File: config.mk
export PLATFORM = sky130hd
export DESIGN_NAME = square_transposition_encoder_core
export DESIGN_NICKNAME = d
export VERILOG_FILES = /design/src/ste_pkg.sv /design/src/ste_text_mem.sv /design/src/ste_geom.sv /design/src/square_transposition_encoder_core.sv
export SDC_FILE = /design/constraint.sdc
export NUM_CORES = 1
export LEC_CHECK = 0
export BUFFER_PORTS_ARGS = -buffer_cell sky130_fd_sc_hd__buf_2
export CAP_MARGIN = 20
export CORE_ASPECT_RATIO = 1.25
export CORE_MARGIN = 8
export CORE_UTILIZATION = 60
export DETAILED_ROUTE_END_ITERATION = 8
export PLACE_DENSITY = 0.76
export SLEW_MARGIN = 20
export SYNTH_ARGS = -nofsm -noshare
export SYNTH_HDL_FRONTEND = slang
export SYNTH_HIERARCHICAL = 1
export SYNTH_SLANG_ARGS = --single-unit
File: constraint.sdc
create_clock -name clk -period 3.6 [get_ports clk]
set_clock_uncertainty 0.1 [all_clocks]
set_input_delay 0.18 -clock clk [delete_from_list [all_inputs] [get_ports clk]]
set_output_delay 0.18 -clock clk [all_outputs]
set_load 0.02 [all_outputs]
File: src/ste_pkg.sv
// Shared constants, types and helper functions for the square transposition encoder.
package ste_pkg;

  localparam logic [7:0] CH_UP_A = 8'h41;
  localparam logic [7:0] CH_UP_Z = 8'h5a;
  localparam logic [7:0] CH_LO_A = 8'h61;
  localparam logic [7:0] CH_LO_Z = 8'h7a;
  localparam logic [7:0] CH_D0   = 8'h30;
  localparam logic [7:0] CH_D9   = 8'h39;
  localparam logic [7:0] CH_SP   = 8'h20;
  localparam logic [7:0] CASE_OFS = CH_LO_A - CH_UP_A;

  typedef struct packed {
    logic       keep;
    logic [7:0] ch;
  } fold_t;

  function automatic fold_t fold_char(input logic [7:0] ch);
    fold_t f;
    f.keep = 1'b0;
    f.ch   = ch;
    if (ch >= CH_UP_A && ch <= CH_UP_Z) begin
      f.keep = 1'b1;
      f.ch   = ch + CASE_OFS;
    end else if ((ch >= CH_LO_A && ch <= CH_LO_Z) || (ch >= CH_D0 && ch <= CH_D9)) begin
      f.keep = 1'b1;
    end
    return f;
  endfunction

  function automatic int ceil_root(input int n);
    int c;
    c = 0;
    while (c * c < n) c++;
    return c;
  endfunction

endpackage

File: src/ste_text_mem.sv
// Text buffer: one write port, one registered read port.
module ste_text_mem #(
  parameter int MAX_TEXT = 48,
  parameter int AW = (MAX_TEXT > 1) ? $clog2(MAX_TEXT) : 1
) (
  input  logic          clk,
  input  logic          we,
  input  logic [AW-1:0] waddr,
  input  logic [7:0]    wdata,
  input  logic [AW-1:0] raddr,
  output logic [7:0]    rdata
);

  logic [7:0] mem [MAX_TEXT];
  logic [7:0] rdata_r;

  always_ff @(posedge clk) begin
    if (we) begin
      mem[waddr] <= wdata;
    end
    rdata_r <= mem[raddr];
  end

  assign rdata = rdata_r;

endmodule

File: src/ste_geom.sv
// Rectangle geometry: ceiling square root of the text length and row count.
module ste_geom #(
  parameter int MAX_TEXT = 48,
  parameter int LW = $clog2(MAX_TEXT + 1),
  parameter int CW = $clog2(ste_pkg::ceil_root(MAX_TEXT) + 1)
) (
  input  logic          clk,
  input  logic          load,
  input  logic [LW-1:0] len,
  output logic [CW-1:0] cols,
  output logic [CW-1:0] rows
);
  import ste_pkg::*;

  localparam int CMAX = ceil_root(MAX_TEXT);

  logic [CW-1:0] cols_nxt, rows_nxt;
  logic [CW-1:0] cols_r, rows_r;

  always_comb begin
    cols_nxt = '0;
    rows_nxt = '0;
    for (int c = CMAX; c >= 1; c--) begin
      if (c * c >= int'(len)) begin
        cols_nxt = CW'(c);
        rows_nxt = ((c - 1) * c >= int'(len)) ? CW'(c - 1) : CW'(c);
      end
    end
  end

  always_ff @(posedge clk) begin
    if (load) begin
      cols_r <= cols_nxt;
      rows_r <= rows_nxt;
    end
  end

  assign cols = cols_r;
  assign rows = rows_r;

endmodule

File: src/square_transposition_encoder_core.sv
// Top level: text intake, buffer and column-by-column ciphertext readout.
//
//   channel | direction | payload                                         | handshake
//   in      | input     | in_char, in_end_of_text                         | in_valid/in_ready
//   out     | output    | out_char, out_last_char, out_empty_text,        | out_valid/out_ready
//           |           | out_overflowed                                  |
//
// Intake takes one request per cycle while idle. An end-of-text request passes through
// the geometry state, then each result steps through buffer read, output load and
// the output handshake (held while out_ready is low); an empty text goes straight to
// the handshake. Up to 55 results per text.
// The input is held off from the end request until the last result is taken.
// Synchronous active-low reset empties the buffer count; buffer contents are not cleared.
module square_transposition_encoder_core #(
  parameter int MAX_TEXT = 48
) (
  input  logic       clk,
  input  logic       rst_n,
  input  logic       in_valid,
  output logic       in_ready,
  input  logic [7:0] in_char,
  input  logic       in_end_of_text,
  output logic       out_valid,
  input  logic       out_ready,
  output logic [7:0] out_char,
  output logic       out_last_char,
  output logic       out_empty_text,
  output logic       out_overflowed
);
  import ste_pkg::*;

  localparam int AW   = (MAX_TEXT > 1) ? $clog2(MAX_TEXT) : 1;
  localparam int LW   = $clog2(MAX_TEXT + 1);
  localparam int CMAX = ceil_root(MAX_TEXT);
  localparam int CW   = $clog2(CMAX + 1);
  localparam int IDXW = (CMAX > 1) ? $clog2(CMAX * CMAX) : 1;

  typedef enum logic [2:0] {ST_IDLE, ST_GEO, ST_RD, ST_LD, ST_WT} state_t;

  state_t          state_r;
  logic [LW-1:0]   count_r;
  logic            ovf_r;
  logic [CW-1:0]   col_r, row_r;
  logic [IDXW-1:0] idx_r;
  logic            gap_r;
  logic            sp_r;
  logic            lastpos_r;
  logic            out_valid_r;
  logic [7:0]      out_char_r;
  logic            out_last_r, out_empty_r, out_ovf_r;

  fold_t         fold;
  logic          in_acc;
  logic          mem_we;
  logic [7:0]    mem_q;
  logic [CW-1:0] cols, rows;
  logic          at_last_row, at_last_col;

  assign fold     = fold_char(in_char);
  assign in_ready = (state_r == ST_IDLE);
  assign in_acc   = in_valid && in_ready;
  assign mem_we   = in_acc && fold.keep && (count_r < LW'(MAX_TEXT));

  ste_text_mem #(.MAX_TEXT(MAX_TEXT), .AW(AW)) u_mem (
    .clk   (clk),
    .we    (mem_we),
    .waddr (count_r[AW-1:0]),
    .wdata (fold.ch),
    .raddr (idx_r[AW-1:0]),
    .rdata (mem_q)
  );

  ste_geom #(.MAX_TEXT(MAX_TEXT), .LW(LW), .CW(CW)) u_geom (
    .clk  (clk),
    .load (state_r == ST_GEO),
    .len  (count_r),
    .cols (cols),
    .rows (rows)
  );

  assign at_last_row = (row_r == rows - CW'(1));
  assign at_last_col = (col_r == cols - CW'(1));

  always_ff @(posedge clk) begin
    if (!rst_n) begin
      state_r     <= ST_IDLE;
      count_r     <= '0;
      ovf_r       <= 1'b0;
      out_valid_r <= 1'b0;
    end else begin
      unique case (state_r)
        ST_IDLE: begin
          if (in_acc) begin
            if (mem_we) begin
              count_r <= count_r + LW'(1);
            end else if (fold.keep) begin
              ovf_r <= 1'b1;
            end
            if (in_end_of_text) begin
              state_r <= ST_GEO;
            end
          end
        end
        ST_GEO: begin
          col_r <= '0;
          row_r <= '0;
          idx_r <= '0;
          gap_r <= 1'b0;
          if (count_r == '0) begin
            out_char_r  <= '0;
            out_last_r  <= 1'b1;
            out_empty_r <= 1'b1;
            out_ovf_r   <= ovf_r;
            out_valid_r <= 1'b1;
            state_r     <= ST_WT;
          end else begin
            state_r <= ST_RD;
          end
        end
        ST_RD: begin
          sp_r      <= gap_r || (int'(idx_r) >= int'(count_r));
          lastpos_r <= !gap_r && at_last_row && at_last_col;
          state_r   <= ST_LD;
        end
        ST_LD: begin
          out_char_r  <= sp_r ? CH_SP : mem_q;
          out_last_r  <= lastpos_r;
          out_empty_r <= 1'b0;
          out_ovf_r   <= ovf_r;
          out_valid_r <= 1'b1;
          state_r     <= ST_WT;
        end
        ST_WT: begin
          if (out_ready) begin
            out_valid_r <= 1'b0;
            if (out_last_r) begin
              count_r <= '0;
              ovf_r   <= 1'b0;
              state_r <= ST_IDLE;
            end else begin
              state_r <= ST_RD;
              if (gap_r) begin
                gap_r <= 1'b0;
                col_r <= col_r + CW'(1);
                row_r <= '0;
                idx_r <= IDXW'(col_r + CW'(1));
              end else if (at_last_row) begin
                gap_r <= 1'b1;
              end else begin
                row_r <= row_r + CW'(1);
                idx_r <= IDXW'(idx_r + IDXW'(cols));
              end
            end
          end
        end
        default: state_r <= ST_IDLE;
      endcase
    end
  end

  assign out_valid      = out_valid_r;
  assign out_char       = out_char_r;
  assign out_last_char  = out_last_r;
  assign out_empty_text = out_empty_r;
  assign out_overflowed = out_ovf_r;

endmodule

==> impl_results.md <==
- EDFF count, synth: 416
- Largest net degree at the start of global routing: 81
- Post-layout worst setup margin: 0.458 ns
- Register-to-register setup slack: 0.46 ns
- Iteration-0 DRC Markers: 981
- Number of levels in the clock H-tree: 2
- Number of antenna violations at the first check in global routing: 1
- Required time reported for the critical path endpoint: 3.66 ns
- Worst Setup EP: u_mem/mem[36][0]$_DFFE_PP_
- Worst Tran Pin Value: 0.982 ns
- End of the worst register-to-register path: u_mem/mem[36][0]$_DFFE_PP_
- Syn Area/Cell: 16.9 um2
- Clock-pin slew of the registers on the worst-case setup and hold paths: 0.06 ns
- Critical path type: reg -> reg
- Yosys top cell by area: edfxtp_1
- Final hold slack: 0.0157 ns
- Later-pin clock latency in the skew report: 0.54 ns
- Library cell with the highest instance count after synthesis: edfxtp_1
- Endpoint class of the critical path: flop
- Total CTS buffers: 40
- Cell count after placement: 1502
- Maximum count of clock buffers along a single path: 3
- Fin cells: 1576
- Slew Limit Fails: 0
- Area share of the largest cell type after synthesis: 69.3%
- Post-route cell area: 20300 um2
- Starting utilization of the core area: 60.4%
- Root Buffer: clkbuf_16
- Data arrival at the endpoint of the critical path: 3.21 ns
- Die Y: 210 um
- Sequential share of the synthesized area: 71.4%
- DRC: 0
- Post-layout min period: 3.14 ns
- Number of flip-flops and latches in the synthesized netlist: 435
- Routed vias: 9780
- Number of diodes: 0
- Number of nets in the finished design: 1177
- Mapped cell area: 18000 um2
- CTS tree: done
- Number of top-level pins: 26
- Number of cells traversed by the worst hold path: 4
- Post-synthesis cell type count: 65
- Layout Area Growth over Synthesis: 12.4%
- Highest clock frequency the design can meet: 318 MHz
- Worst slew margin relative to its limit: 34.4%
- Worst Setup Slack post-DPL: 0.295 ns
- Type of the tightest min-delay check: in -> reg
- Crit Path Max Fanout: 13
- Global-route wire length before repair: 59100 um
- Leading post-synthesis cells by instance count: edfxtp_1, mux2i_1, nor2_1, mux4_2, nand2_1
- Peak ir drop on the vdd network: 0.000414 V
- Multi-input combinational cell area: 4740 um2
- Power density over the cells: 529 nW/um2
- Sequential standard cell area: 12900 um2
- Final global-route overflow total: 0
- Remaining antenna violation count after routing: 0
- Drt total wl: 39200 um
- Most common flop cell mapped by yosys: edfxtp_1
- Post-CTS Setup Inserts: 0
- Cts-stage hold buffer count: 3
- Number of placement rows: 71
- Layout cell share with drive strength beyond 1: 18.5%
- Wire per inst: 24.9 um
- Number of detailed-routing iterations run before antenna repair: 5
- Overall track demand over capacity in global routing: 22.2%
- Number of standard cells after synthesis: 1066
- Source of the critical timing path: state_r[2]$_SDFFE_PN0P_
- Critical register-to-register path startpoint: state_r[2]$_SDFFE_PN0P_
- Final setup vio count: 0
- Reg2Reg Depth: 5
- Sink count of the clock tree: 435
- MaxCap Viol Count: 0
- Setup TNS: 0 ns
- RePlAce Congestion: 0.872
- Mean number of vias per cell: 6.21
- Final Hold Fails: 0
- Half-perimeter wire length after detailed placement: 24600 um
- RSZ-0062 raised after global routing: false
- Outcome: completed
- Via count of the first global-routing pass: 9788
- Area of the die: 35900 um2
- Dominant cells by area after synthesis: edfxtp_1, mux2i_1, mux4_2, dfxtp_1, nor2_1
- Die Wd: 171 um
- Share of the clock period used by the worst path after layout: 87.3%
- Syn_nets: 1097
- FFs w/ async S/R, synth: 0%
- Startpoint types: flop
- Post-cts resize count: 0
- Standby leakage power: 0.00694 uW
- Yosys warning total: 6
- Count of fill cells added during filler insertion: 2008
- Total cell area at the placement stage: 18900 um2
- Standard cell core area: 29800 um2
- Port Buffers: 25
## cell usage in the layout (no fill, tap or decap), drive strengths merged, types with 13 or more instances in the layout
master / count
a21oi: 32
a221oi: 16
a22o: 17
a22oi: 32
buf: 90
clkbuf: 46
clkinv: 15
dfxtp: 19
edfxtp: 416
ha: 17
inv: 30
mux2i: 131
mux4: 40
nand2: 33
nor2: 73
nor3: 13
o21ai: 18
## power by group
| part | internal, uW | leakage [uW] | switching, uW |
|---|---|---|---|
| logic | 249 | 0.00237 | 420 |
| registers | 5600 | 0.00390 | 54.7 |
| clock network | 2660 | 0.000669 | 1750 |
| total | 8510 | 0.00694 | 2230 |
## layout make-up
type                    instances  area share [%]
clock buffers                  46            5.15
clock inverters                25            1.60
inverters                      29           0.537
multi-input cells             547            23.4
flip-flops and latches        435            63.5
well taps                     401            2.48
repair buffers                 93            3.36
## worst min-delay path by stage
stage	from	endpoint	slack, ns
finish	in_valid	state_r[1]$_SDFFE_PN0P_	0.02
global route	in_valid	state_r[1]$_SDFFE_PN0P_	0.04
CTS	in_valid	state_r[1]$_SDFFE_PN0P_	0.0001
detailed placement	ovf_r$_SDFFE_PN0P_	out_overflowed$_DFFE_PP_	0.36
global placement	ovf_r$_SDFFE_PN0P_	out_overflowed$_DFFE_PP_	0.36
floorplan	in_char[0]	u_mem/mem[0][0]$_DFFE_PP_	0.18
## registers in the layout, indices dropped and copies added, names as in the netlist
signal          count
lastpos_r           1
out_overflowed      1
u_mem/rdata         8
out_last_char       1
idx_r               6
ovf_r               1
row_r               3
out_empty_text      1
out_char            8
out_valid           1
state_r             3
col_r               3
u_mem/mem         384
u_geom/rows         3
u_geom/cols         3
sp_r                1
count_r             6
gap_r               1
## routing by layer
metal  part of all wire, %  vias up  global-route usage [%]
li1                      -     4376                       -
met1                    39     4895                    28.5
met2                    50      406                    36.4
met3                   6.1      101                    3.42
met4                   4.9        2                    11.4
met5                 0.023        -                       0
## critical path: stages (launching register included)
cell and delay [ns]:
dfxtp_1 0.42, or3_1 0.53, nor3_1 0.41, nor2b_1 0.32, nand2_1 0.35, nor2_1 0.65
## cells by family (layout without fill, tap and decap cells)
kind of cell	Yosys count	count (layout)	synth area share, %
DFF	435	435	71.4
and+or+nand+nor	182	182	4.84
muxes	171	171	12.3
AOI/OAI and AO/OA	162	162	7.01
buffers and inverters	84	193	2.51
adders and majority gates	18	18	1.29
xor gates and xnor gates	14	14	0.680
## per-stage QoR
stage / power, uW / util, %
after detailed placement: 6420 / 63.2
after floorplan: 6180 / -
after global routing: 11000 / 67.9
after CTS: 10800 / 67.9
final: 10700 / 67.9
after global placement: 6400 / 63.2
No activity file was read; power rests on OpenSTA's default activity.
